## src/sv/sqvs_pkg.sv

```systemverilog
package sqvs_pkg;

  localparam int VERTEX_COUNT = 4;

  localparam int CFG_AW = 2;
  localparam int CFG_DW = 14;
  localparam logic [CFG_AW-1:0] REG_SCREEN_WIDTH  = 2'd0;
  localparam logic [CFG_AW-1:0] REG_SCREEN_HEIGHT = 2'd1;
  localparam logic [13:0] SCREEN_WIDTH_RST  = 14'd1280;
  localparam logic [13:0] SCREEN_HEIGHT_RST = 14'd720;

  localparam int CORDIC_STEPS = 16;
  localparam logic signed [32:0] CORDIC_X0 = 33'sd652032874;

  localparam int DIV_NW = 36;
  localparam int DIV_DW = 19;
  localparam int DIV_CW = 6;

  typedef struct packed {
    logic signed [15:0] pos_x;
    logic signed [15:0] pos_y;
    logic [15:0] size_x;
    logic [15:0] size_y;
    logic [15:0] cut_x;
    logic [15:0] cut_y;
    logic [15:0] cut_w;
    logic [15:0] cut_h;
    logic [15:0] angle;
    logic [13:0] tex_width;
    logic [13:0] tex_height;
    logic [31:0] color;
  } sqvs_in_t;

  typedef struct packed {
    logic [1:0]         corner;
    logic signed [15:0] ndc_x;
    logic signed [15:0] ndc_y;
    logic [15:0]        tex_u;
    logic [15:0]        tex_v;
    logic [31:0]        vertex_color;
    logic               last;
  } sqvs_out_t;

  // Sprite after the front end: sine/cosine resolved, centre formed.
  typedef struct packed {
    logic signed [15:0] cs;
    logic signed [15:0] sn;
    logic signed [17:0] ccx;
    logic signed [17:0] ccy;
    logic [15:0] size_x;
    logic [15:0] size_y;
    logic [15:0] cut_x;
    logic [15:0] cut_y;
    logic [15:0] cut_w;
    logic [15:0] cut_h;
    logic [13:0] tex_width;
    logic [13:0] tex_height;
    logic [31:0] color;
  } sqvs_job_t;

  typedef struct packed {
    logic              start;
    logic [DIV_NW-1:0] n;
    logic [DIV_DW-1:0] d;
  } sqvs_div_req_t;

  typedef struct packed {
    logic              done;
    logic [DIV_NW-1:0] q;
  } sqvs_div_rsp_t;

  function automatic logic signed [31:0] atan_turn(input logic [3:0] i);
    logic signed [31:0] r;
    case (i)
      4'd0:    r = 32'sd536870912;
      4'd1:    r = 32'sd316933406;
      4'd2:    r = 32'sd167458907;
      4'd3:    r = 32'sd85004756;
      4'd4:    r = 32'sd42667331;
      4'd5:    r = 32'sd21354465;
      4'd6:    r = 32'sd10679838;
      4'd7:    r = 32'sd5340245;
      4'd8:    r = 32'sd2670163;
      4'd9:    r = 32'sd1335086;
      4'd10:   r = 32'sd667544;
      4'd11:   r = 32'sd333772;
      4'd12:   r = 32'sd166886;
      4'd13:   r = 32'sd83443;
      4'd14:   r = 32'sd41722;
      4'd15:   r = 32'sd20861;
      default: r = 32'sd0;
    endcase
    return r;
  endfunction

  function automatic logic signed [15:0] sat_unit(input logic signed [16:0] v);
    logic signed [15:0] r;
    if (v > 17'sd16384) begin
      r = 16'sd16384;
    end else if (v < -17'sd16384) begin
      r = -16'sd16384;
    end else begin
      r = v[15:0];
    end
    return r;
  endfunction

  function automatic logic signed [15:0] sat_s16(input logic signed [36:0] v);
    logic signed [15:0] r;
    if (v > 37'sd32767) begin
      r = 16'sh7fff;
    end else if (v < -37'sd32768) begin
      r = 16'sh8000;
    end else begin
      r = v[15:0];
    end
    return r;
  endfunction

endpackage

```

## src/sv/sqvs_queue.sv

```systemverilog
module sqvs_queue import sqvs_pkg::*; (
  input  logic      clk,
  input  logic      rst_n,
  input  logic      push,
  input  sqvs_job_t push_data,
  output logic      full,
  input  logic      pop,
  output logic      head_valid,
  output sqvs_job_t head
);

  sqvs_job_t  mem_r [2];
  logic       wr_ptr_r, rd_ptr_r;
  logic [1:0] cnt_r, cnt_nxt;
  logic       do_push, do_pop;

  assign full       = cnt_r == 2'd2;
  assign head_valid = cnt_r != 2'd0;
  assign head       = mem_r[rd_ptr_r];
  assign do_push    = push && !full;
  assign do_pop     = pop && head_valid;

  always_comb begin
    cnt_nxt = cnt_r;
    if (do_push && !do_pop) begin
      cnt_nxt = cnt_r + 2'd1;
    end else if (do_pop && !do_push) begin
      cnt_nxt = cnt_r - 2'd1;
    end
  end

  always_ff @(posedge clk) begin
    if (!rst_n) begin
      wr_ptr_r <= 1'b0;
      rd_ptr_r <= 1'b0;
      cnt_r    <= 2'd0;
    end else begin
      cnt_r <= cnt_nxt;
      if (do_push) begin
        wr_ptr_r <= !wr_ptr_r;
      end
      if (do_pop) begin
        rd_ptr_r <= !rd_ptr_r;
      end
    end
  end

  always_ff @(posedge clk) begin
    if (do_push) begin
      mem_r[wr_ptr_r] <= push_data;
    end
  end

endmodule

```

## config.mk

```make
export PLATFORM = sky130hd
export DESIGN_NAME = sqvs_queue
export DESIGN_NICKNAME = d
export VERILOG_FILES = /design/src/sv/sqvs_pkg.sv /design/src/sv/sqvs_queue.sv
export SDC_FILE = /design/constraint.sdc
export NUM_CORES = 1
export LEC_CHECK = 0
export ABC_AREA = 0
export BUFFER_PORTS_ARGS = -buffer_cell sky130_fd_sc_hd__buf_2
export CORE_MARGIN = 10
export CORE_UTILIZATION = 40
export CTS_BUF_LIST = sky130_fd_sc_hd__clkbuf_4 sky130_fd_sc_hd__clkbuf_8
export DETAILED_ROUTE_END_ITERATION = 16
export PLACE_DENSITY = 0.66
export SYNTH_ARGS = -nofsm -noshare
export SYNTH_HDL_FRONTEND = slang
export SYNTH_SLANG_ARGS = --single-unit
export TNS_END_PERCENT = 5
```

## constraint.sdc

```tcl
create_clock -name clk -period 12.4 [get_ports clk]
set_input_delay 1.24 -clock clk [delete_from_list [all_inputs] [get_ports clk]]
set_output_delay 1.24 -clock clk [all_outputs]
set_load 0.005 [all_outputs]
```

Yosys cells after proc, flatten, opt, wreduce, memory -nomap -nowiden
Memories as Yosys holds them, arrays and structs flattened. A register that Yosys moved wholly into a read port is not among the register bits.
Cells that the tools add are included.
{"block": "totals", "reg_bits": 4, "mem_count": 1, "ramBits": 448, "elab_cells": 24, "out_inout_bits": 226}
{"memory": "mem_r", "depth": 2, "width": 224, "read_ports": 1, "rd_clocked_by_memory_dff": 1, "wr": 1, "line_no": "sqvs_queue.sv:12", "source": "sqvs_job_t mem_r [2];"}
{"block": "classes", "n_reduce_logical": 11, "n_eq_ne": 1, "mux": 6, "addsub": 2}
{"operator": "$logic_not A1 Y1", "count": 5}
{"operator": "$logic_and A1 B1 Y1", "count": 4}
{"operator": "$mux W1", "count": 4}
{"operator": "$mux W2", "count": 2}
{"operator": "$reduce_bool A2 Y1", "count": 2}
{"operator": "$add A2 B1 Y2 const B", "count": 1}
{"operator": "$eq A2 B2 Y1 const B", "count": 1}
{"operator": "$sub A2 B1 Y2 const B", "count": 1}

Depth between registers and ports, before layout
{"block": "depth", "ltp_word": 7, "depth_mapped": 7, "ltp_nobuf": 7}

Least setup slack after synthesis
Ideal clock, no wire load.
{"block": "synth_path", "kind": "input to register", "from": "input push", "to": "register wr_ptr_r", "t_required_ps": 12303, "path_stages": 3, "path_buffers": 0, "arrival_time_ps": 10573, "setup_ps": 97, "path_slack_ps": 1730, "cell_sequence": "inv_1 -> nor3_2 -> o21a_1"}
{"block": "synth_between", "elab_chain_len": 1}
{"item": "start: declaration", "line_no": "sqvs_queue.sv:4", "source": "input logic push,"}
{"item": "$logic_and A1 B1 Y1", "line_no": "sqvs_queue.sv:20", "source": "assign do_push = push && !full;"}
{"item": "end signal: assignment", "line_no": "sqvs_queue.sv:40", "source": "wr_ptr_r <= !wr_ptr_r;"}
{"item": "end: declaration", "line_no": "sqvs_queue.sv:13", "source": "logic wr_ptr_r, rd_ptr_r;"}
Every way passes these cells.
A chain may end at the register's enable or synchronous reset.

==> impl_summary.md <==
Clock network
The largest buffer count on any clock path is 3. After clock tree synthesis, the repair step resized 0 gates. Clock latency on the worst-skew pair, taken at its later pin, is 620 ps. The root buffer cell is sky130_fd_sc_hd__clkbuf_8. TritonCTS built the clock tree. The number of buffers created by CTS is 76. For this design, the CTS-stage hold fixing added 0 buffers.

In this run the number of H-tree levels came out at 3. The clock slew seen by the registers of the worst setup and hold paths is 50 ps. The post-CTS repair timing setup buffer count is 0.

The clock drives 453 sinks.

Cells and area
In the final design database the tool counted 1466 nets. The leading cell type in the layout, fill and taps excluded is sky130_fd_sc_hd__buf_2. The area used by multi-input combinational logic is 3263 µm². The sequential standard cell area is 13560 µm².

The fraction of final layout cells sized beyond drive strength 1 is 63.11%. The top cell types in the final layout, fill and taps aside, are sky130_fd_sc_hd__buf_2, sky130_fd_sc_hd__edfxtp_1, sky130_fd_sc_hd__mux2_4, sky130_fd_sc_hd__clkbuf_8, sky130_fd_sc_hd__mux2_2. The fill cell instance count of the final layout is 3474. The area added between synthesis and finish is 24.99%.

With fillers left out, the area of the finished cells amounts to 21320 µm².

Global routing
The wire length of the first global-routing pass is 55340 µm. After global routing the overflow that remains totals 0. The number of antenna violations at the first check in global routing is 8.

Global routing used 14.34% of the available tracks. The maximum number of pins on one net before global-route repair is 118. The via count of the first global-routing pass is 9199.

Power and ir drop
VDD sags by at most 0.1347 mV. The combinational power share is 24.6%. Cell internal power was estimated by the tool at 3.173 mW. The clock network fraction of design power is 29.1%. The switching power total is 1.141 mW. Net switching is 26.45% of the power. Summed over all cells, the static leakage comes to 8.266 nW.

Per report_power, the sequential group accounts for 46.3% of the total. The areal power density over the cells is 202.4 nW/µm².

Outcome
The flow ran to the end, and the final reports show no timing, DRC or antenna violations.

Floorplanning
Measured along the y axis, the die boundary spans 226.5 µm. The number of rows in the core area is 75. 454 I/O pins were placed. The placeable core area is 42040 µm².

The die covers 51300 µm². For this configuration, the core starts out at a cell density of 40.57%. From left edge to right edge, the die measures 226.5 µm.

Synthesis
The number of enable flip-flop cells after synthesis is 448. During synthesis, Yosys emitted a total of 0 warnings. The largest total area in the synthesized netlist belongs to sky130_fd_sc_hd__edfxtp_1. In this run, synthesis produced a sequential element count of 453. After synthesis, the largest area contributor takes up 78.87% of total cell area. Synthesis produced a netlist with a net count of 951.

The count of different cell masters after synthesis is 22. The fraction of registers with async set or reset after synthesis is 0%. Synthesis produced 722 cells. The average instance in the mapped netlist occupies 23.62 µm². The flip-flop cell with the highest count after synthesis is sky130_fd_sc_hd__edfxtp_1. For this run, the register share of the synthesized area comes to 79.46%. The mapped netlist covers 17060 µm². Sorting the synthesized cells by area gives the leading types as sky130_fd_sc_hd__edfxtp_1, sky130_fd_sc_hd__mux2_4, sky130_fd_sc_hd__mux2_2.

Timing
The peak clock frequency supported by timing is 0.2322 GHz. The final max-slew violation count is 0. At the pin with the least slew margin, the transition time is 1109 ps. The minimum clock period is 4306 ps. Across the routed clock network, the largest skew measured is 19.90 ps. The total negative setup slack is 0 ps.

The headroom to the max-slew limit is 26.10%. The number of failing setup endpoints in the final timing report is 0. Setup repair after global routing left no endpoint under its margin. The final number of hold-violating endpoints is 0.

The ratio of final minimum period to clock period is 34.73%.

Placed design
The number of buffer cells added on primary ports is 453. Routability-driven placement finished with a final weighted congestion of 0.7371. After legalization and detailed placement, the total HPWL measured 26160 µm. Once placement finished, the instance area stood at 19850 µm².

Route
For this block, the routed nets add up to 38690 µm of wire. The mean number of vias per cell is 4.691. After detailed routing, the number of remaining DRC violations is 0. The total iterations of the first detailed-routing run is 4. The total via count after detailed routing is 8617. The iteration-0 DRC count of the detailed router is 601. In this run the remaining antenna-violating nets after routing total 0. The average detailed-routed wire length per instance is 21.06 µm.

Critical path
The critical path data required time is 11160 ps. The worst setup path is launched from a register. The critical-path maximum fanout is 57.

STA classifies the critical path endpoint as a primary output. The data arrival time of the critical path is 3070 ps. By startpoint and endpoint, the worst setup path is classified as reg -> out.

Worst hold path
The min-delay analysis places its worst path in the category reg -> reg.

Run
Max-cap violations in this run came to 0.
-- critical path, cell delays in order (launching register included) --
cell and delay (ps):
sky130_fd_sc_hd__dfxtp_4 870, sky130_fd_sc_hd__buf_4 920, sky130_fd_sc_hd__mux2_4 370, sky130_fd_sc_hd__buf_2 130
-- layout make-up --
| type | count | share of cell area (%) |
|---|---|---|
| inverter | 2 | 0.03522 |
| clock inverter | 25 | 0.6456 |
| sequential | 453 | 63.59 |
| tap | 539 | 3.164 |
| multi-input combinational | 242 | 15.31 |
| clock buffer | 109 | 6.186 |
| timing repair buffer | 462 | 11.01 |
| antenna | 5 | 0.05869 |
-- final timing paths --
kind | depth (start not counted) | end | start | slack [ps]
worst min-delay path | 2 | cnt_r[1] | cnt_r[1] | 520
worst min register to register | 2 | cnt_r[1] | cnt_r[1] | 520
worst max register to register | 4 | mem_r[1][85] | cnt_r[0] | 9260
worst max-delay path | 3 | head[100] | register | 8090
-- state kept, by name, summed over array words and instances (netlist names), named ones only --
signal / count
wr_ptr_r: 1
rd_ptr_r: 1
cnt_r: 2
mem_r: 448
-- through the flow --
stage	power (mW)	utilization, %	hold WS [ps]	cells	worst slack (ps)
3_5_place_dp	3.120	47.21	516.8	1698	8486
6_report	4.315	50.71	522.5	1837	8094
2_1_floorplan	2.744	-	478.5	722	1730
4_1_cts	4.401	50.68	526.1	1832	7986
3_3_place_gp	3.104	47.21	493.1	1698	8478
5_1_grt	4.530	50.70	571.4	1836	7901
-- synth_stat cells, types with 2 or more instances --
cell                       number
sky130_fd_sc_hd__inv_1          2
sky130_fd_sc_hd__xnor2_1        2
sky130_fd_sc_hd__mux2_2        64
sky130_fd_sc_hd__buf_2          6
sky130_fd_sc_hd__edfxtp_1     448
sky130_fd_sc_hd__mux2_4       160
sky130_fd_sc_hd__dfxtp_1        5
sky130_fd_sc_hd__and2_1         3
sky130_fd_sc_hd__buf_6         19
-- per-layer routing --
metal | track usage (%) | vias to the layer above | wire length, µm
met1 | 15.66 | 4281 | 14340
met3 | 5.297 | 68 | 3329
li1 | - | 3932 | -
met4 | 6.059 | 6 | 888
met5 | 0 | - | 34
met2 | 24.68 | 330 | 20100
-- power groups by stage --
stage | Combinational, mW | Sequential [mW] | Clock, mW
after floorplan | 0.691 | 2.05 | 0
after global routing | 1.14 | 2.02 | 1.37
after global placement | 1.08 | 2.02 | 0
final | 1.06 | 2.00 | 1.26
after CTS | 1.09 | 2.00 | 1.31
after detailed placement | 1.09 | 2.03 | 0
-- cell families (layout without fill, tap and decap cells) --
| logic type | Yosys count | count (layout) | synth area share [%] |
|---|---|---|---|
| buffers and inverters | 27 | 598 | 1.475 |
| other | 0 | 5 | 0 |
| flip-flops | 453 | 453 | 79.46 |
| AO/OA/AOI/OAI | 5 | 5 | 0.1907 |
| multiplexers | 224 | 224 | 18.31 |
| adder cells (fa/ha/maj) | 1 | 1 | 0.07335 |
| XOR/XNOR | 3 | 3 | 0.1541 |
| AND/OR/NAND/NOR | 9 | 9 | 0.3375 |
Note: power is estimated with default switching activity, not from simulation.
