File: config.mk
export PLATFORM = sky130hd
export DESIGN_NAME = sqvs_front
export DESIGN_NICKNAME = d
export VERILOG_FILES = /design/src/sv/sqvs_pkg.sv /design/src/sv/sqvs_front.sv
export SDC_FILE = /design/constraint.sdc
export NUM_CORES = 2
export LEC_CHECK = 0
export ABC_AREA = 1
export BUFFER_PORTS_ARGS = -buffer_cell sky130_fd_sc_hd__clkbuf_2
export CORE_MARGIN = 3
export CORE_UTILIZATION = 55
export CTS_CLUSTER_DIAMETER = 150
export DETAILED_ROUTE_END_ITERATION = 6
export PLACE_DENSITY = 0.75
export REMOVE_ABC_BUFFERS = 1
export SLEW_MARGIN = 20
export SYNTH_ARGS = -nofsm -noshare
export SYNTH_HDL_FRONTEND = slang
export SYNTH_SLANG_ARGS = --single-unit
File: constraint.sdc
create_clock -name clk -period 40.8 [get_ports clk]
set_input_delay 6.12 -clock clk [delete_from_list [all_inputs] [get_ports clk]]
set_output_delay 6.12 -clock clk [all_outputs]
set_load 0.01 [all_outputs]
File: src/sv/sqvs_pkg.sv
package sqvs_pkg;

  localparam int VERTEX_COUNT = 4;

  localparam int CFG_AW = 2;
  localparam int CFG_DW = 14;
  localparam logic [CFG_AW-1:0] REG_SCREEN_WIDTH  = 2'd0;
  localparam logic [CFG_AW-1:0] REG_SCREEN_HEIGHT = 2'd1;
  localparam logic [13:0] SCREEN_WIDTH_RST  = 14'd1280;
  localparam logic [13:0] SCREEN_HEIGHT_RST = 14'd720;

  localparam int CORDIC_STEPS = 16;
  localparam logic signed [32:0] CORDIC_X0 = 33'sd652032874;

  localparam int DIV_NW = 36;
  localparam int DIV_DW = 19;
  localparam int DIV_CW = 6;

  typedef struct packed {
    logic signed [15:0] pos_x;
    logic signed [15:0] pos_y;
    logic [15:0] size_x;
    logic [15:0] size_y;
    logic [15:0] cut_x;
    logic [15:0] cut_y;
    logic [15:0] cut_w;
    logic [15:0] cut_h;
    logic [15:0] angle;
    logic [13:0] tex_width;
    logic [13:0] tex_height;
    logic [31:0] color;
  } sqvs_in_t;

  typedef struct packed {
    logic [1:0]         corner;
    logic signed [15:0] ndc_x;
    logic signed [15:0] ndc_y;
    logic [15:0]        tex_u;
    logic [15:0]        tex_v;
    logic [31:0]        vertex_color;
    logic               last;
  } sqvs_out_t;

  // Sprite after the front end: sine/cosine resolved, centre formed.
  typedef struct packed {
    logic signed [15:0] cs;
    logic signed [15:0] sn;
    logic signed [17:0] ccx;
    logic signed [17:0] ccy;
    logic [15:0] size_x;
    logic [15:0] size_y;
    logic [15:0] cut_x;
    logic [15:0] cut_y;
    logic [15:0] cut_w;
    logic [15:0] cut_h;
    logic [13:0] tex_width;
    logic [13:0] tex_height;
    logic [31:0] color;
  } sqvs_job_t;

  typedef struct packed {
    logic              start;
    logic [DIV_NW-1:0] n;
    logic [DIV_DW-1:0] d;
  } sqvs_div_req_t;

  typedef struct packed {
    logic              done;
    logic [DIV_NW-1:0] q;
  } sqvs_div_rsp_t;

  function automatic logic signed [31:0] atan_turn(input logic [3:0] i);
    logic signed [31:0] r;
    case (i)
      4'd0:    r = 32'sd536870912;
      4'd1:    r = 32'sd316933406;
      4'd2:    r = 32'sd167458907;
      4'd3:    r = 32'sd85004756;
      4'd4:    r = 32'sd42667331;
      4'd5:    r = 32'sd21354465;
      4'd6:    r = 32'sd10679838;
      4'd7:    r = 32'sd5340245;
      4'd8:    r = 32'sd2670163;
      4'd9:    r = 32'sd1335086;
      4'd10:   r = 32'sd667544;
      4'd11:   r = 32'sd333772;
      4'd12:   r = 32'sd166886;
      4'd13:   r = 32'sd83443;
      4'd14:   r = 32'sd41722;
      4'd15:   r = 32'sd20861;
      default: r = 32'sd0;
    endcase
    return r;
  endfunction

  function automatic logic signed [15:0] sat_unit(input logic signed [16:0] v);
    logic signed [15:0] r;
    if (v > 17'sd16384) begin
      r = 16'sd16384;
    end else if (v < -17'sd16384) begin
      r = -16'sd16384;
    end else begin
      r = v[15:0];
    end
    return r;
  endfunction

  function automatic logic signed [15:0] sat_s16(input logic signed [36:0] v);
    logic signed [15:0] r;
    if (v > 37'sd32767) begin
      r = 16'sh7fff;
    end else if (v < -37'sd32768) begin
      r = 16'sh8000;
    end else begin
      r = v[15:0];
    end
    return r;
  endfunction

endpackage

File: src/sv/sqvs_front.sv
module sqvs_front import sqvs_pkg::*; (
  input  logic      clk,
  input  logic      rst_n,
  input  logic      in_valid,
  output logic      in_stall,
  input  sqvs_in_t  in_data,
  output logic      push,
  output sqvs_job_t push_data,
  input  logic      full
);

  logic              busy_r, busy_nxt;
  logic              done_r, done_nxt;
  logic [1:0]        cnt_r, cnt_nxt;
  logic [1:0]        quad_r;
  sqvs_in_t          item_r;
  logic signed [32:0] x_r, y_r, x_nxt, y_nxt;
  logic signed [31:0] z_r, z_nxt;
  logic              accept;
  logic [31:0]       a_turn;

  assign in_stall = busy_r && !(done_r && !full);
  assign accept   = in_valid && !in_stall;
  assign push     = busy_r && done_r && !full;
  assign a_turn   = {in_data.angle, 16'h0000} + 32'h2000_0000;

  // Four CORDIC micro-rotations per cycle.
  always_comb begin
    logic signed [32:0] xv, yv, xs, ys;
    logic signed [31:0] zv;
    logic [3:0] idx;
    xv = x_r;
    yv = y_r;
    zv = z_r;
    for (int j = 0; j < 4; j++) begin
      idx = {cnt_r, 2'(j)};
      xs = xv >>> idx;
      ys = yv >>> idx;
      if (zv >= 0) begin
        xv = xv - ys;
        yv = yv + xs;
        zv = zv - atan_turn(idx);
      end else begin
        xv = xv + ys;
        yv = yv - xs;
        zv = zv + atan_turn(idx);
      end
    end
    x_nxt = xv;
    y_nxt = yv;
    z_nxt = zv;
  end

  always_comb begin
    busy_nxt = busy_r;
    done_nxt = done_r;
    cnt_nxt  = cnt_r;
    if (push) begin
      busy_nxt = 1'b0;
      done_nxt = 1'b0;
    end else if (busy_r && !done_r) begin
      cnt_nxt = cnt_r + 2'd1;
      if (cnt_r == 2'd3) begin
        done_nxt = 1'b1;
      end
    end
    if (accept) begin
      busy_nxt = 1'b1;
      done_nxt = 1'b0;
      cnt_nxt  = 2'd0;
    end
  end

  always_ff @(posedge clk) begin
    if (!rst_n) begin
      busy_r <= 1'b0;
      done_r <= 1'b0;
      cnt_r  <= 2'd0;
    end else begin
      busy_r <= busy_nxt;
      done_r <= done_nxt;
      cnt_r  <= cnt_nxt;
    end
  end

  always_ff @(posedge clk) begin
    if (accept) begin
      item_r <= in_data;
      quad_r <= a_turn[31:30];
      x_r    <= CORDIC_X0;
      y_r    <= '0;
      z_r    <= signed'({2'b00, a_turn[29:0]}) - 32'sh2000_0000;
    end else if (busy_r && !done_r) begin
      x_r <= x_nxt;
      y_r <= y_nxt;
      z_r <= z_nxt;
    end
  end

  // Round to Q1.14, clamp, then rotate by the quarter turns.
  always_comb begin
    logic signed [15:0] cr, sr;
    cr = sat_unit(17'((x_r + 33'sd32768) >>> 16));
    sr = sat_unit(17'((y_r + 33'sd32768) >>> 16));
    case (quad_r)
      2'd0: begin
        push_data.cs = cr;
        push_data.sn = sr;
      end
      2'd1: begin
        push_data.cs = -sr;
        push_data.sn = cr;
      end
      2'd2: begin
        push_data.cs = -cr;
        push_data.sn = -sr;
      end
      default: begin
        push_data.cs = sr;
        push_data.sn = -cr;
      end
    endcase
    push_data.ccx = {item_r.pos_x[15], item_r.pos_x, 1'b0} + {2'b00, item_r.size_x};
    push_data.ccy = {item_r.pos_y[15], item_r.pos_y, 1'b0} + {2'b00, item_r.size_y};
    push_data.size_x     = item_r.size_x;
    push_data.size_y     = item_r.size_y;
    push_data.cut_x      = item_r.cut_x;
    push_data.cut_y      = item_r.cut_y;
    push_data.cut_w      = item_r.cut_w;
    push_data.cut_h      = item_r.cut_h;
    push_data.tex_width  = item_r.tex_width;
    push_data.tex_height = item_r.tex_height;
    push_data.color      = item_r.color;
  end

endmodule

; After elaboration in Yosys (flattened, before gate mapping)
; Cells that the tools add are included.
[totals]
inputBits = 208
wordCells = 125
ff_bits = 292
output_inout_bits = 226
[classes]
bitwise = 2
n_reduce_logical = 18
eq_ne = 5
n_addsub = 33
muxes = 33
n_lt_le_gt_ge = 8
n_shift = 8
[ops]
columns = op, count
row1 = case mux 32 bit (4 select lines), 4
row2 = 2-to-1 mux 32 bit, 14
row3 = adder 33 bit, 8
row4 = 2-to-1 mux 33 bit, 8
row5 = >>> shifter 33 x 4 -> 33 bit, 8
row6 = subtractor 33 bit, 8
row7 = adder 32 bit, 4
row8 = "greater-or-equal comparator 32 x 1 -> 1 bit, second input constant", 4
row9 = subtractor 32 bit, 4
row10 = case mux 32 bit (3 select lines), 1
row11 = "adder 33 x 17 -> 33 bit, second input constant", 2
row12 = 2-to-1 mux 16 bit, 4
row13 = adder 17 x 17 -> 18 bit, 2
row14 = "> comparator 17 x 16 -> 1 bit, second input constant", 2
row15 = "less-than comparator 17 x 15 -> 1 bit, second input constant", 2
row16 = "adder 32 x 30 -> 32 bit, second input constant", 1
row17 = negator 16 bit, 2
row18 = "subtractor 30 x 30 -> 31 bit, second input constant", 1
row19 = "== test 2 bit, second input constant", 3
row20 = logical AND 1 bit, 6
row21 = "== test 2 x 1 -> 1 bit, second input constant", 2
row22 = zero test 1 bit, 4
row23 = zero test 2 bit, 2
row24 = AND reduction 2 bit, 2
row25 = 6 further kinds, 9

; Depth between registers and ports, before layout
[depth]
depth_word = 19
mapped_depth = 119
depth_no_buf = 108

; Least setup slack after synthesis
; Ideal clock, no wire load.
[synth_timing]
path_kind = flip-flop to flip-flop
from = register cnt_r[1]
to = register y_r[32]
setup_ps = 64
path_stages_with_launch = 102
n_path_buf = 18
synth_period_minus_slack_ps = 16213
arrival_ps = 16149
slack_ps = 24587
cell_sequence = dfxtp_1 -> buf_4 -> inv_2 -> buf_6 -> buf_4 -> buf_4 -> buf_2 -> buf_4 -> buf_4 -> buf_4 -> buf_2 -> buf_2 -> buf_2 -> clkbuf_1 -> clkbuf_1 -> clkbuf_1 -> clkbuf_1 -> ha_1 -> [66 not listed] -> inv_1 -> o21ai_0 -> nand3_1 -> nand2_1 -> nand2_1 -> inv_1 -> a221o_1 -> nand2_1 -> o221ai_1 -> nand3_1 -> nand2_1 -> a31oi_1 -> o21ai_0 -> xor2_1 -> nand3_1 -> nand2_1 -> nor2_1 -> nor2_1
[synth_between]
elab_chain_cells = 13
word_cells_on_any_way = 53
classes_between = 20 x add/sub / 3 x order compare / 3 x eq/ne / 7 x shift / 19 x mux / 1 x reduce/logical
[synth_rtl]
columns = element, line
row1 = from (decl), sqvs_front.sv:14  ; logic [1:0] cnt_r, cnt_nxt;
row2 = from (signal assigned), sqvs_front.sv:82  ; cnt_r <= cnt_nxt;
row3 = branches (longest 12 deep; another with adder 33 bit), --
row4 = 2-to-1 mux 33 bit (*), sqvs_front.sv:39  ; if (zv >= 0) begin
row5 = to (signal assigned), sqvs_front.sv:95  ; y_r <= y_nxt;
row6 = to (decl), sqvs_front.sv:17  ; logic signed [32:0] x_r, y_r, x_nxt, y_nxt;
; Every way passes the cells marked *. The select of a mux whose other input is x is not followed.
; A chain may end at the register's enable or synchronous reset.

; Worst setup path after layout
[layout_timing]
from = register cnt_r[0]
to = register x_r[32]
[layout_between]
elab_chain_cells = 13
word_cells_on_any_way = 53
classes_between = 20 x add/sub / 3 x order compare / 3 x eq/ne / 7 x shift / 19 x mux / 1 x reduce/logical
[layout_rtl]
columns = element, line
row1 = branches (longest 12 deep; another with subtractor 33 bit), --
row2 = 2-to-1 mux 33 bit (*), sqvs_front.sv:39
row3 = to (signal assigned), sqvs_front.sv:94  ; x_r <= x_nxt;
row4 = to (decl), sqvs_front.sv:17
; Marks and branches as above.

==> impl.org <==
** Run status
- The flow ran to the end, but the final reports show violations.
- Violations in the final reports :: DRC

** Timing
- Across the routed clock network, the largest skew measured is 0.0205 ns.
- For this run, the top clock speed supported by timing is 55.7 MHz.
- Setup violations remaining at the end of the flow were counted as 0.
- The count of final hold-check violations is 0.
- The tightest hold path in the finished design has a slack of 0.458 ns.
- For the pin with the worst max-slew slack, the measured transition is 1.21 ns.
- The number of max-slew violations in the final report was 0.
- In the final timing run, aggregate negative setup slack is 0 ns.
- The smallest clock period supported by the final layout is computed as 17.95 ns.
- Unrepaired setup endpoints after global routing :: no
- Of the available clock period, the critical path in the final layout requires 44.0%.
- In this run the tightest slew margin relative to its limit is 19.4%.

** Logic synthesis
- Yosys warns :: 0
- After synthesis, the mean cell area works out to 6.44 um^2.
- Synthesized flop and latch total :: 292
- In the synthesized netlist, mux cells make up 0.180% of the area.
- Distinct cell type count after synthesis :: 69
- Synthesis produced 6,917 cells.
- After Yosys synthesis, and, or, nand and nor cells account for 29.2% of the synthesized area.
- Share of synthesized registers carrying an async set or reset :: 0%
- Most frequent cell after synthesis :: sky130_fd_sc_hd__nand2_1
- Prevailing post-synth register cell :: sky130_fd_sc_hd__edfxtp_1
- The synthesized design spends more area on one cell type than any other, namely sky130_fd_sc_hd__nand2_1.
- In this run the biggest area consumer among cell types represents 15.3% of the synthesized area.
- Ranking of synthesized cells by area :: sky130_fd_sc_hd__nand2_1 15%, sky130_fd_sc_hd__edfxtp_1 15%, sky130_fd_sc_hd__ha_1 12%
- The synthesized netlist devotes 15.5% of its cell area to compound gates.
- Of the total synthesized cell area, the portion taken by XOR and XNOR cells is 11.3%.
- Share of synthesized cell area in full adder, half adder and majority cells :: 13.1%
- After synthesis, the most frequently instantiated cells are 1,812 x sky130_fd_sc_hd__nand2_1, 936 x sky130_fd_sc_hd__inv_1, 526 x sky130_fd_sc_hd__a21oi_1.
- Main combinational cell family by area after synthesis :: simple AND/OR/NAND/NOR gates
- The synthesized design contains 222 enable-type register cells.
- Post-Syn Area :: 44,600 um^2
- Sequential cell area fraction in the yosys report :: 18.1%

** Die
- The total area inside the core boundary comes to 79,600 um^2.
- Die X-Extent :: 291 um
- Die outline area :: 84,500 um^2
- Initial Util :: 56.0%
- For this design the top-level I/O count stands at 434.
- Number of placement rows :: 103
- Measured along the y axis, the die boundary spans 291 um.

** Finish
- After filler insertion, the fill cell instance count of the layout stands at 7,890.
- Layout cells sized above 1 :: 9.32%
- After the last flow step, the layout net total stands at 7,751.
- Synthesis-to-layout area growth :: 6.29%

** Setup path
- The number of buffers and inverters on the critical path is 16.
- Critical Path AT :: 18.41 ns
- Most used cell along the critical path :: sky130_fd_sc_hd__nand2_1
- Nature of the critical path startpoint :: register
- Along the worst path, the maximum fanout reaches 91.
- Counting buffers and inverters, the worst setup path is 97 cells deep.
- In this design, the stage delay of the slowest critical-path cell is 0.69 ns.
- Broken down by cell family, the worst path's largest delay share belongs to compound AO/OA/AOI/OAI gates.
- Standard cell with the maximum stage delay on the critical path :: sky130_fd_sc_hd__buf_4
- Cell depth of the worst flop-to-flop path :: 97
- Required @ worst endpoint :: 41.26 ns
- Worst Setup End Kind :: register
- The worst setup path is of the register to register kind.

** Clock network
- Register clock-pin slew on the reported worst setup and hold paths :: 0.07 ns
- The H-tree was split into 2 levels.
- After clock tree synthesis, the flow added hold-fix buffers numbering 0.
- Later-pin clock latency in the skew report :: 0.58 ns
- TritonCTS built the clock tree.
- Cts bufs inserted :: 34
- Root Buffer :: sky130_fd_sc_hd__clkbuf_16
- In this run the post-CTS setup repair buffer count came out at 0.
- For this design, the sink count on the clock tree is 292.
- In this run the deepest clock path goes through 3 buffers.
- Gates resized during post-CTS repair numbered 0.

** Global route
- Initial antenna violation count :: 14
- Entering global routing, the biggest net connects 169 pins.
- The number of global-route vias before repair was 43.7k.
- Total global routing overflow :: 0
- Global router's overall resource usage :: 40.8%
- The first global-routing pass estimated 266,000 um of wire.

** Routing
- In this run the remaining antenna-violating nets after routing total 0.
- Detailed-route DRC error count :: 34
- The detailed router finished its first iteration with 5,972 violations.
- Via Count :: 48.5k
- After detailed routing, the average wire length per cell comes to 22.2 um.
- The pre-antenna-repair detailed-routing pass consisted of 7 iterations.
- Routed vias/inst :: 5.93
- The final layout contains routed wiring with a total length of 181,000 um.

** Placement
- Input and output buffers added on the ports amount to 433.
- At the end of routability-driven placement, the weighted congestion stood at 1.11.
- Half-perimeter wire length after placement :: 152,000 um

** Worst hold path
- HP Class :: register to register
- Worst hold path stage count :: 2

** Run
- The tool flagged a number of max-cap violations equal to 0.
-- metal layers --
metal,vias to the layer above,global-route usage [%],part of all wire (%)
li1,22954,-,-
met1,22288,54.4,41
met2,2698,62.0,42
met3,513,9.80,12
met4,4,19.5,5.6
met5,-,0,0.017
-- worst min-delay path, delay by kind of cell (launching register included) --
family	cells	cell delay [ns]
DFF	1	0.32
AOI/OAI and AO/OA	1	0.07
buffers and inverters	1	0.04
-- sequential cells by signal, summed over array words and instances (netlist names) --
register   cells
cnt_r          2
push_data    156
x_r           33
z_r           32
y_r           33
busy_r         1
item_r        32
quad_r         2
done_r         1
-- kinds of logic (layout without fill, tap and decap cells) --
| family | after synthesis | after routing |
|---|---|---|
| AND/OR/NAND/NOR | 3070 | 3070 |
| AO/OA/AOI/OAI | 1236 | 1236 |
| buffers and inverters | 1279 | 1474 |
| multiplexers | 8 | 8 |
| XOR/XNOR | 575 | 575 |
| adder cells (fa/ha/maj) | 457 | 457 |
| flip-flops | 292 | 292 |
| other | 0 | 10 |
-- stage by stage --
step                      utilization [%]  area (um^2)  setup WS [ns]  std cells
after global routing                 59.5        47400          21.16       8168
after floorplan                         -        42500          17.88       6588
final                                59.5        47400          22.85       8172
after detailed placement             58.1        46300          23.67       8100
after CTS                            59.4        47300          23.60       8162
after global placement               58.1        46300          23.93       8100
-- cell type report --
cell class	instances	area [um^2]	share of cell area, %
sequential	292	8080	17.0
clock inverter	26	225	0.475
clock buffer	36	858	1.81
multi-input combinational	5346	30900	65.2
inverter	950	3580	7.55
tap	1050	1310	2.77
antenna	10	25.0	0.0528
timing repair buffer	462	2400	5.06
-- placed cells by master, fill, tap and decap left out, types with 15 or more instances in the layout --
master / instances
sky130_fd_sc_hd__o22ai_1: 18
sky130_fd_sc_hd__nor4_1: 24
sky130_fd_sc_hd__nand3_2: 16
sky130_fd_sc_hd__o211ai_1: 44
sky130_fd_sc_hd__nand4_1: 82
sky130_fd_sc_hd__buf_4: 28
sky130_fd_sc_hd__ha_1: 443
sky130_fd_sc_hd__nor2_1: 460
sky130_fd_sc_hd__or2_2: 44
sky130_fd_sc_hd__xor2_1: 412
sky130_fd_sc_hd__nand2_2: 35
sky130_fd_sc_hd__o21a_1: 26
sky130_fd_sc_hd__and2_1: 17
sky130_fd_sc_hd__dfxtp_1: 68
sky130_fd_sc_hd__nand2_1: 1810
sky130_fd_sc_hd__clkbuf_16: 34
sky130_fd_sc_hd__nand3_1: 467
sky130_fd_sc_hd__a21o_1: 25
sky130_fd_sc_hd__o21bai_1: 34
sky130_fd_sc_hd__edfxtp_1: 222
sky130_fd_sc_hd__o21ai_0: 420
sky130_fd_sc_hd__nor3_1: 64
sky130_fd_sc_hd__inv_1: 934
sky130_fd_sc_hd__a31oi_1: 36
sky130_fd_sc_hd__clkbuf_2: 433
sky130_fd_sc_hd__a21oi_1: 526
sky130_fd_sc_hd__xnor2_1: 162
sky130_fd_sc_hd__a21boi_0: 15
-- worst paths after layout --
check,startpoint,end,slack (ns)
setup / recovery,cnt_r[0],x_r[32],22.85
hold / removal,x_r[0],x_r[0],0.46
setup reg to reg,cnt_r[0],x_r[32],22.85
hold reg to reg,x_r[0],x_r[0],0.46
Power is not shown: default switching activity piles up to over one toggle a cycle in this logic, so the estimate is an artifact.
