$ cat config.mk
export PLATFORM = sky130hd
export DESIGN_NAME = sqvs_back
export DESIGN_NICKNAME = d
export VERILOG_FILES = /design/src/sv/sqvs_pkg.sv /design/src/sv/sqvs_back.sv
export SDC_FILE = /design/constraint.sdc
export NUM_CORES = 2
export LEC_CHECK = 0
export ABC_CLOCK_PERIOD_IN_PS = 11630
export BUFFER_PORTS_ARGS = -buffer_cell sky130_fd_sc_hd__clkbuf_2
export CORE_ASPECT_RATIO = 1.25
export CORE_MARGIN = 10
export CORE_UTILIZATION = 52
export CTS_BUF_LIST = sky130_fd_sc_hd__clkbuf_4
export CTS_CLUSTER_SIZE = 8
export DETAILED_ROUTE_END_ITERATION = 16
export PLACE_DENSITY_LB_ADDON = 0.05
export SYNTH_ARGS = -nofsm -noshare
export SYNTH_HDL_FRONTEND = slang
export SYNTH_SLANG_ARGS = --single-unit
$ cat constraint.sdc
create_clock -name clk -period 11.63 [get_ports clk]
set_clock_uncertainty 0.15 [all_clocks]
set_input_delay 1.7445 -clock clk [delete_from_list [all_inputs] [get_ports clk]]
set_output_delay 1.7445 -clock clk [all_outputs]
set_load 0.02 [all_outputs]
$ cat src/sv/sqvs_pkg.sv
package sqvs_pkg;

  localparam int VERTEX_COUNT = 4;

  localparam int CFG_AW = 2;
  localparam int CFG_DW = 14;
  localparam logic [CFG_AW-1:0] REG_SCREEN_WIDTH  = 2'd0;
  localparam logic [CFG_AW-1:0] REG_SCREEN_HEIGHT = 2'd1;
  localparam logic [13:0] SCREEN_WIDTH_RST  = 14'd1280;
  localparam logic [13:0] SCREEN_HEIGHT_RST = 14'd720;

  localparam int CORDIC_STEPS = 16;
  localparam logic signed [32:0] CORDIC_X0 = 33'sd652032874;

  localparam int DIV_NW = 36;
  localparam int DIV_DW = 19;
  localparam int DIV_CW = 6;

  typedef struct packed {
    logic signed [15:0] pos_x;
    logic signed [15:0] pos_y;
    logic [15:0] size_x;
    logic [15:0] size_y;
    logic [15:0] cut_x;
    logic [15:0] cut_y;
    logic [15:0] cut_w;
    logic [15:0] cut_h;
    logic [15:0] angle;
    logic [13:0] tex_width;
    logic [13:0] tex_height;
    logic [31:0] color;
  } sqvs_in_t;

  typedef struct packed {
    logic [1:0]         corner;
    logic signed [15:0] ndc_x;
    logic signed [15:0] ndc_y;
    logic [15:0]        tex_u;
    logic [15:0]        tex_v;
    logic [31:0]        vertex_color;
    logic               last;
  } sqvs_out_t;

  // Sprite after the front end: sine/cosine resolved, centre formed.
  typedef struct packed {
    logic signed [15:0] cs;
    logic signed [15:0] sn;
    logic signed [17:0] ccx;
    logic signed [17:0] ccy;
    logic [15:0] size_x;
    logic [15:0] size_y;
    logic [15:0] cut_x;
    logic [15:0] cut_y;
    logic [15:0] cut_w;
    logic [15:0] cut_h;
    logic [13:0] tex_width;
    logic [13:0] tex_height;
    logic [31:0] color;
  } sqvs_job_t;

  typedef struct packed {
    logic              start;
    logic [DIV_NW-1:0] n;
    logic [DIV_DW-1:0] d;
  } sqvs_div_req_t;

  typedef struct packed {
    logic              done;
    logic [DIV_NW-1:0] q;
  } sqvs_div_rsp_t;

  function automatic logic signed [31:0] atan_turn(input logic [3:0] i);
    logic signed [31:0] r;
    case (i)
      4'd0:    r = 32'sd536870912;
      4'd1:    r = 32'sd316933406;
      4'd2:    r = 32'sd167458907;
      4'd3:    r = 32'sd85004756;
      4'd4:    r = 32'sd42667331;
      4'd5:    r = 32'sd21354465;
      4'd6:    r = 32'sd10679838;
      4'd7:    r = 32'sd5340245;
      4'd8:    r = 32'sd2670163;
      4'd9:    r = 32'sd1335086;
      4'd10:   r = 32'sd667544;
      4'd11:   r = 32'sd333772;
      4'd12:   r = 32'sd166886;
      4'd13:   r = 32'sd83443;
      4'd14:   r = 32'sd41722;
      4'd15:   r = 32'sd20861;
      default: r = 32'sd0;
    endcase
    return r;
  endfunction

  function automatic logic signed [15:0] sat_unit(input logic signed [16:0] v);
    logic signed [15:0] r;
    if (v > 17'sd16384) begin
      r = 16'sd16384;
    end else if (v < -17'sd16384) begin
      r = -16'sd16384;
    end else begin
      r = v[15:0];
    end
    return r;
  endfunction

  function automatic logic signed [15:0] sat_s16(input logic signed [36:0] v);
    logic signed [15:0] r;
    if (v > 37'sd32767) begin
      r = 16'sh7fff;
    end else if (v < -37'sd32768) begin
      r = 16'sh8000;
    end else begin
      r = v[15:0];
    end
    return r;
  endfunction

endpackage

$ cat src/sv/sqvs_back.sv
module sqvs_back import sqvs_pkg::*; (
  input  logic          clk,
  input  logic          rst_n,
  input  logic          job_valid,
  input  sqvs_job_t     job,
  output logic          pop,
  input  logic [13:0]   screen_width,
  input  logic [13:0]   screen_height,
  output sqvs_div_req_t div_req,
  input  sqvs_div_rsp_t div_rsp,
  output logic          out_valid,
  input  logic          out_stall,
  output sqvs_out_t     out_data
);

  localparam logic [2:0] ST_IDLE = 3'd0;
  localparam logic [2:0] ST_TEX  = 3'd1;
  localparam logic [2:0] ST_MUL  = 3'd2;
  localparam logic [2:0] ST_DIVX = 3'd3;
  localparam logic [2:0] ST_DIVY = 3'd4;
  localparam logic [2:0] ST_OUT  = 3'd5;

  logic [2:0]         state_r, state_nxt;
  logic [1:0]         sub_r, sub_nxt;
  logic [1:0]         corner_r, corner_nxt;
  logic               launched_r, launched_nxt;
  logic               out_valid_r, out_valid_nxt;
  sqvs_out_t          out_data_r;
  logic [15:0]        u0_r, u1_r, v0_r, v1_r;
  logic signed [34:0] qx_r, qy_r, qx_c, qy_c;
  logic signed [15:0] nx_r, ny_r;

  logic [13:0]        scr_w, scr_h, tex_h;
  logic               in_div;
  logic signed [35:0] n_s, q_s;
  logic [DIV_DW-1:0]  d_u;
  logic [DIV_NW-1:0]  n_mag;
  logic               neg;
  logic [15:0]        tex_q;
  logic               out_free, load_out;

  assign scr_w = (screen_width == 14'd0) ? 14'd1 : screen_width;
  assign scr_h = (screen_height == 14'd0) ? 14'd1 : screen_height;
  assign tex_h = (job.tex_height == 14'd0) ? 14'd1 : job.tex_height;

  assign in_div = (state_r == ST_TEX) || (state_r == ST_DIVX) || (state_r == ST_DIVY);

  // Numerator and divisor for the quotient this state needs.
  always_comb begin
    logic [16:0] s;
    s   = '0;
    n_s = '0;
    d_u = '0;
    case (state_r)
      ST_TEX: begin
        case (sub_r)
          2'd0:    s = {1'b0, job.cut_x};
          2'd1:    s = {1'b0, job.cut_x} + {1'b0, job.cut_w};
          2'd2:    s = {1'b0, job.cut_y};
          default: s = {1'b0, job.cut_y} + {1'b0, job.cut_h};
        endcase
        if (sub_r[1]) begin
          n_s = signed'({8'd0, s, 11'd0} + {22'd0, tex_h});
          d_u = {4'd0, tex_h, 1'b0};
        end else begin
          n_s = signed'({8'd0, s, 11'd0} + {22'd0, job.tex_width});
          d_u = {4'd0, job.tex_width, 1'b0};
        end
      end
      ST_DIVX: begin
        n_s = 36'(qx_r) + signed'({19'd0, scr_w, 3'd0});
        d_u = {1'b0, scr_w, 4'd0};
      end
      ST_DIVY: begin
        n_s = signed'({19'd0, scr_h, 3'd0}) - 36'(qy_r);
        d_u = {1'b0, scr_h, 4'd0};
      end
      default: begin
        n_s = '0;
        d_u = '0;
      end
    endcase
  end

  // Floor division of a signed numerator through the unsigned divider.
  assign neg   = n_s[35];
  assign n_mag = neg ? (DIV_NW'(-n_s) + DIV_NW'(d_u) - DIV_NW'(1)) : DIV_NW'(n_s);
  assign q_s   = neg ? -signed'(div_rsp.q) : signed'(div_rsp.q);
  assign tex_q = (q_s > 36'sd65535) ? 16'hffff : q_s[15:0];

  assign div_req.start = in_div && !launched_r;
  assign div_req.n     = n_mag;
  assign div_req.d     = d_u;

  // Rotated corner position (centre plus rotated offset), in 2^-14 of 1/32 pixel.
  always_comb begin
    logic signed [16:0] dx, dy;
    logic signed [32:0] p_cx, p_sy, p_sx, p_cy;
    logic signed [34:0] cx_t, cy_t;
    dx   = corner_r[0] ? signed'({1'b0, job.size_x}) : -signed'({1'b0, job.size_x});
    dy   = corner_r[1] ? signed'({1'b0, job.size_y}) : -signed'({1'b0, job.size_y});
    p_cx = job.cs * dx;
    p_sy = job.sn * dy;
    p_sx = job.sn * dx;
    p_cy = job.cs * dy;
    cx_t = 35'(job.ccx) <<< 14;
    cy_t = 35'(job.ccy) <<< 14;
    qx_c = cx_t + 35'(p_cx) - 35'(p_sy);
    qy_c = cy_t + 35'(p_sx) + 35'(p_cy);
  end

  assign out_free = !out_valid_r || !out_stall;
  assign load_out = (state_r == ST_OUT) && out_free;
  assign pop      = load_out && (corner_r == 2'd3);

  always_comb begin
    state_nxt     = state_r;
    sub_nxt       = sub_r;
    corner_nxt    = corner_r;
    launched_nxt  = launched_r;
    out_valid_nxt = out_valid_r && out_stall;
    if (div_req.start) begin
      launched_nxt = 1'b1;
    end
    case (state_r)
      ST_IDLE: begin
        if (job_valid) begin
          corner_nxt = 2'd0;
          sub_nxt    = 2'd0;
          state_nxt  = (job.tex_width == 14'd0) ? ST_MUL : ST_TEX;
        end
      end
      ST_TEX: begin
        if (launched_r && div_rsp.done) begin
          launched_nxt = 1'b0;
          sub_nxt      = sub_r + 2'd1;
          if (sub_r == 2'd3) begin
            state_nxt = ST_MUL;
          end
        end
      end
      ST_MUL: begin
        state_nxt = ST_DIVX;
      end
      ST_DIVX: begin
        if (launched_r && div_rsp.done) begin
          launched_nxt = 1'b0;
          state_nxt    = ST_DIVY;
        end
      end
      ST_DIVY: begin
        if (launched_r && div_rsp.done) begin
          launched_nxt = 1'b0;
          state_nxt    = ST_OUT;
        end
      end
      ST_OUT: begin
        if (out_free) begin
          out_valid_nxt = 1'b1;
          corner_nxt    = corner_r + 2'd1;
          state_nxt     = (corner_r == 2'd3) ? ST_IDLE : ST_MUL;
        end
      end
      default: begin
        state_nxt = ST_IDLE;
      end
    endcase
  end

  always_ff @(posedge clk) begin
    if (!rst_n) begin
      state_r     <= ST_IDLE;
      sub_r       <= 2'd0;
      corner_r    <= 2'd0;
      launched_r  <= 1'b0;
      out_valid_r <= 1'b0;
    end else begin
      state_r     <= state_nxt;
      sub_r       <= sub_nxt;
      corner_r    <= corner_nxt;
      launched_r  <= launched_nxt;
      out_valid_r <= out_valid_nxt;
    end
  end

  always_ff @(posedge clk) begin
    if (state_r == ST_IDLE && job_valid && job.tex_width == 14'd0) begin
      u0_r <= 16'd0;
      u1_r <= 16'd16384;
      v0_r <= 16'd0;
      v1_r <= 16'd16384;
    end
    if (state_r == ST_TEX && launched_r && div_rsp.done) begin
      case (sub_r)
        2'd0:    u0_r <= tex_q;
        2'd1:    u1_r <= tex_q;
        2'd2:    v0_r <= tex_q;
        default: v1_r <= tex_q;
      endcase
    end
    if (state_r == ST_MUL) begin
      qx_r <= qx_c;
      qy_r <= qy_c;
    end
    if (state_r == ST_DIVX && launched_r && div_rsp.done) begin
      nx_r <= sat_s16(37'(q_s) - 37'sd16384);
    end
    if (state_r == ST_DIVY && launched_r && div_rsp.done) begin
      ny_r <= sat_s16(37'(q_s) + 37'sd16384);
    end
    if (load_out) begin
      out_data_r.corner       <= corner_r;
      out_data_r.ndc_x        <= nx_r;
      out_data_r.ndc_y        <= ny_r;
      out_data_r.tex_u        <= corner_r[0] ? u1_r : u0_r;
      out_data_r.tex_v        <= corner_r[1] ? v1_r : v0_r;
      out_data_r.vertex_color <= job.color;
      out_data_r.last         <= corner_r == 2'd3;
    end
  end

  assign out_valid = out_valid_r;
  assign out_data  = out_data_r;

endmodule

### Yosys cells after proc, flatten, opt, wreduce, memory -nomap -nowiden

Index checks and enable logic that the tools add are counted.

| storage, ports and cells | value |
|---|---|
| bits in registers | 274 |
| input port bits | 293 |
| output and inout bits | 157 |
| logic and storage cells | 145 |

| cells by class | value |
|---|---|
| $add $sub $neg | 20 |
| multipliers | 4 |
| order comparisons | 5 |
| eq/ne operators | 15 |
| muxes and demuxes | 49 |
| reductions and logical operators | 32 |

Operators by type and width:

| operator | count |
|---|---|
| 2-to-1 mux 16 bit | 17 |
| multiplier 16 x 17 -> 33 bit | 4 |
| one-hot mux 36 bit (3 select lines) | 1 |
| > comparator 37 x 16 -> 1 bit (second input constant) | 2 |
| less-than comparator 37 x 16 -> 1 bit (second input constant) | 2 |
| 2-to-1 mux 36 bit | 2 |
| negator 36 bit | 2 |
| adder 32 x 33 -> 34 bit | 2 |
| adder 28 x 14 -> 29 bit | 2 |
| one-hot mux 19 bit (3 select lines) | 1 |
| zero test 14 bit | 4 |
| 2-to-1 mux 17 bit | 3 |
| one-hot mux 17 bit (3 select lines) | 1 |
| 2-to-1 mux 14 bit | 3 |
| adder 36 x 16 -> 37 bit (second input constant) | 1 |
| subtractor 36 x 16 -> 37 bit (second input constant) | 1 |
| adder 35 x 18 -> 36 bit | 1 |
| adder 36 x 19 -> 36 bit | 1 |
| > comparator 36 x 17 -> 1 bit (second input constant) | 1 |
| subtractor 18 x 35 -> 36 bit | 1 |
| subtractor 36 x 1 -> 36 bit (second input constant) | 1 |
| adder 34 x 33 -> 35 bit | 1 |
| subtractor 34 x 33 -> 35 bit | 1 |
| adder 16 x 16 -> 17 bit | 2 |
| other kinds (24) | 68 |

### Logic depth before layout (Yosys ltp)

| logic depth | value |
|---|---|
| depth in word-level cells | 11 |
| depth in mapped cells | 38 |
| mapped depth without buffers | 37 |

### Least setup slack after synthesis

No wires, ideal clock.

| path | value |
|---|---|
| path type | input to register |
| start point | in job[124] (netlist name) |
| end point | reg qx_r[33] (data pin) |
| setup time | 0.258 ns |
| arrival | 10.267 ns |
| required time | 11.222 ns |
| slack | 0.955 ns |
| stages | 38 |
| path buffers | 2 |
| cell sequence | clkbuf_1 -> inv_1 -> ha_1 -> nor2b_1 -> nand2_1 -> nor4_1 -> nor2_1 -> xnor2_1 -> clkbuf_1 -> and2_1 -> fa_1 -> fa_1 -> inv_1 -> fa_1 -> fa_1 -> inv_1 -> fa_1 -> inv_1 -> [2 not listed] -> fa_1 -> inv_1 -> fa_1 -> ha_1 -> a21o_1 -> a21oi_1 -> nor2b_1 -> o21a_1 -> o21a_1 -> nor2_1 -> o21ai_0 -> a211oi_1 -> o31ai_1 -> o41ai_1 -> o211ai_1 -> a31o_2 -> a21oi_1 -> xnor2_1 |

| on the way | value |
|---|---|
| longest elaborated chain between the ends | 4 |

RTL lines:

| item | RTL line | text |
|---|---|---|
| start, declared | sqvs_back.sv:5 | `input sqvs_job_t job,` |
| negator 16 -> 17 bit | sqvs_back.sv:101 | `dy = corner_r[1] ? signed'({1'b0, job.size_y}) : -signed'({1'b0, job.size_y});` |
| 2-to-1 mux 17 bit * | sqvs_back.sv:101 |  |
| multiplier 16 x 17 -> 33 bit * | sqvs_back.sv:103 | `p_sy = job.sn * dy;` |
| subtractor 34 x 33 -> 35 bit * | sqvs_back.sv:108 | `qx_c = cx_t + 35'(p_cx) - 35'(p_sy);` |
| via qx_c[33] | sqvs_back.sv:30 | `logic signed [34:0] qx_r, qy_r, qx_c, qy_c;` |
| end signal, assigned | sqvs_back.sv:202 | `qx_r <= qx_c;` |
| end, declared | sqvs_back.sv:30 |  |

Mark *: on every way through the listed nets, which the timed path passes. The rest lies on a longest branch.
A chain may end at the register's enable or synchronous reset.

### Final worst setup path

Ends and elaborated chain as after synthesis.

==> flow_metrics.tcl <==
set metrics [dict create \
    place_congestion 0.940 \
    vias 49425 \
    grt_max_degree 71 \
    start_kind "input port" \
    synth_cell_types 104 \
    design.core.area_um2 123000 \
    arrival_ns 11.30 \
    cp_slowest_cell "fa_1" \
    rsz0062_at_grt "false" \
    critPathKind "in2reg" \
    cts-buffers-inserted 70 \
    worst_slew_margin_rel 0.226 \
    seq_area_frac_synth 0.117 \
    synth.avg_cell_area_um2 9.21 \
    min_period_ns 10.85 \
    hold_violations 0 \
    cap_violations 0 \
    clock-sinks 274 \
    grt_pass1_wl_um 309000 \
    ys_ff_latch 274 \
    htree_levels 3 \
    fmax_mhz 92.1 \
    hp-class "reg2reg" \
    maxSlewViolCount 0 \
    crit_fanout 5 \
    groute.usage.overall 0.293 \
    critical_path.endpoint_type "flip-flop" \
    async_reset_ff_frac 0 \
    cts_tree "built" \
    clock_path_buffers 3 \
    clock_latency_ns 0.90 \
    layout-drive-gt1-share 0.110 \
    die_x_um 334 \
    drt-initial-drc-count 2896 \
    antenna_found_initial 26 \
    wirelength_um 199000 \
    overflow 0 \
    ios 450 \
    yosysWarnings 0 \
    fin_util 0.564 \
    dr.pass1.iters 6 \
    root_buffer "clkbuf_4" \
    dieArea_um2 138000 \
    worst_pin_slew_ns 1.16 \
    synth-edff-count 201 \
    die_h_um 413 \
    wl_per_cell_um 22.3 \
    critical-path-max-stage-delay_ns 0.56 \
    outcome "completed" \
    hpwl_um 167000 \
    area_growth_pct 7.97 \
    vias_per_cell 5.53 \
    syn_inst 6977 \
    path_common_cell "fa_1" \
    ant_nets 0 \
    synth_flop_cell "edfxtp_1" \
    fp-row-count 144 \
    clk_pin_slew_ns 0.06 \
    critPathRequiredTime_ns 12.08 \
    synth_area_um2 64300 \
    finalSetupViolCount 0 \
    initial_core_util 0.522 \
    grt_pass1_vias 52427 \
    drc 0 \
    period_share 0.933 \
    hold_buffers 0 \
    port_buffers 446 \
    final_nets 9280 \
    tns_ns 0 \
]
final timing paths:
check / slack, ns / cells past startpoint / startpoint / end
min: 0.27 / 0 / ny_r[2]$_SDFFCE_PN1P_ / out_data[67]$_DFFE_PP_
max: 0.78 / 38 / job[124] / qx_r[33]$_DFFE_PP_
max reg2reg: 1.57 / 32 / corner_r[1]$_SDFFE_PN0P_ / qx_r[33]$_DFFE_PP_
min reg2reg: 0.27 / 0 / ny_r[2]$_SDFFCE_PN1P_ / out_data[67]$_DFFE_PP_
cells in the mapped netlist (12+ instances only):
master / instances / share of area
xnor2_1: 179 / 0.024
clkbuf_1: 309 / 0.018
nand4_1: 22 / 0.0021
xor2_1: 97 / 0.013
o22ai_1: 81 / 0.0079
a21oi_1: 181 / 0.014
nand2_1: 722 / 0.042
nand2b_1: 22 / 0.0021
nand3_1: 55 / 0.0043
nor3_1: 99 / 0.0077
a221oi_1: 17 / 0.0023
or2_2: 15 / 0.0015
o21a_1: 25 / 0.0029
fa_1: 1321 / 0.41
a21o_1: 47 / 0.0055
mux2i_1: 25 / 0.0039
and3_1: 35 / 0.0034
inv_1: 1587 / 0.093
o211ai_1: 22 / 0.0026
nor2b_1: 33 / 0.0032
nor2_1: 270 / 0.016
o21ai_0: 107 / 0.0083
a21oi_2: 12 / 0.0016
buf_1: 12 / 0.00070
ha_1: 405 / 0.079
or3_1: 39 / 0.0038
and2_1: 536 / 0.052
a22oi_1: 15 / 0.0018
mux2_2: 39 / 0.0068
o21bai_1: 14 / 0.0016
o31ai_1: 12 / 0.0014
edfxtp_1: 201 / 0.094
dfxtp_1: 73 / 0.023
a211oi_1: 25 / 0.0029
nor4_1: 44 / 0.0043
a31oi_1: 30 / 0.0029
a221o_1: 14 / 0.0022
sequential cells by signal (all words and copies together), names as in the netlist, named ones only:
| signal | cells |
|---|---|
| out_valid | 1 |
| state_r | 3 |
| out_data | 99 |
| qy_r | 35 |
| u1_r | 16 |
| qx_r | 35 |
| u0_r | 16 |
| sub_r | 2 |
| nx_r | 16 |
| corner_r | 2 |
| v0_r | 16 |
| v1_r | 16 |
| ny_r | 16 |
cell usage in the layout, fill, tap and decap left out, drive strengths merged, types with 35 or more instances in the layout:
cell type	Yosys	final
or3	39	39
xor2	97	97
and2	537	537
nor4	49	49
inv	1587	1592
a21oi	193	193
clkbuf	309	550
nand2	723	723
fa	1321	1321
edfxtp	201	201
ha	405	405
nor3	104	104
dfxtp	73	73
nand3	56	56
o21ai	118	118
xnor2	179	179
o22ai	82	82
buf	29	102
a21o	47	47
and3	35	35
nor2	271	271
mux2	39	39
metal layers:
| layer | vias to the layer above | global-route usage | routed length, µm |
|---|---|---|---|
| met4 | 22 | 0.165 | 13100 |
| met5 | - | 0 | 137 |
| met2 | 1560 | 0.523 | 102000 |
| met3 | 417 | 0.0426 | 11500 |
| met1 | 25330 | 0.334 | 71900 |
| li1 | 22096 | - | - |
critical path, delay by kind of cell:
| kind | cells | cell delay [ns] |
|---|---|---|
| simple gates | 7 | 1.41 |
| compound gates | 11 | 2.70 |
| fa+ha+maj | 10 | 4.51 |
| buf+inv | 8 | 0.69 |
| xor+xnor | 2 | 0.26 |
cells by family (layout without fill, tap and decap cells):
| group | after synthesis | in the layout | share of synthesized area |
|---|---|---|---|
| and+or+nand+nor | 1967 | 1967 | 0.153 |
| buffers and inverters | 1925 | 2260 | 0.113 |
| adders and majority gates | 1726 | 1726 | 0.490 |
| AOI/OAI and AO/OA | 744 | 744 | 0.0780 |
| xor gates and xnor gates | 276 | 276 | 0.0376 |
| DFF | 274 | 274 | 0.117 |
| muxes | 64 | 64 | 0.0107 |
| other | 1 | 18 | 0.0000583 |
final cells by class:
type	count	area (µm²)
antenna	15	37.5
timing repair buffer	548	3060
clock inverter	21	206
clock buffer	104	781
sequential	274	7500
multi-input combinational	4780	49800
fill	11448	53700
tap	1606	2010
inverter	1587	5960
timing repair:
action,in CTS,in global routing
buffers inserted,0,0
setup endpoints to repair,0,1
gates resized for setup,0,1
stage by stage:
stage / cell area, µm² / instances / worst slack (ns) / hold WS (ns)
2_1_floorplan: 64300 / 6979 / 0.955 / 0.250
3_3_place_gp: 68400 / 8795 / -0.138 / 0.256
3_5_place_dp: 68400 / 8795 / -0.240 / 0.255
4_1_cts: 69400 / 8920 / 0.643 / 0.261
5_1_grt: 69400 / 8932 / 0.113 / 0.272
6_report: 69400 / 8935 / 0.776 / 0.268
Power is left out: the tool's default activity adds up to more than one toggle a clock period on the data nets, which glitch-free logic cannot reach.
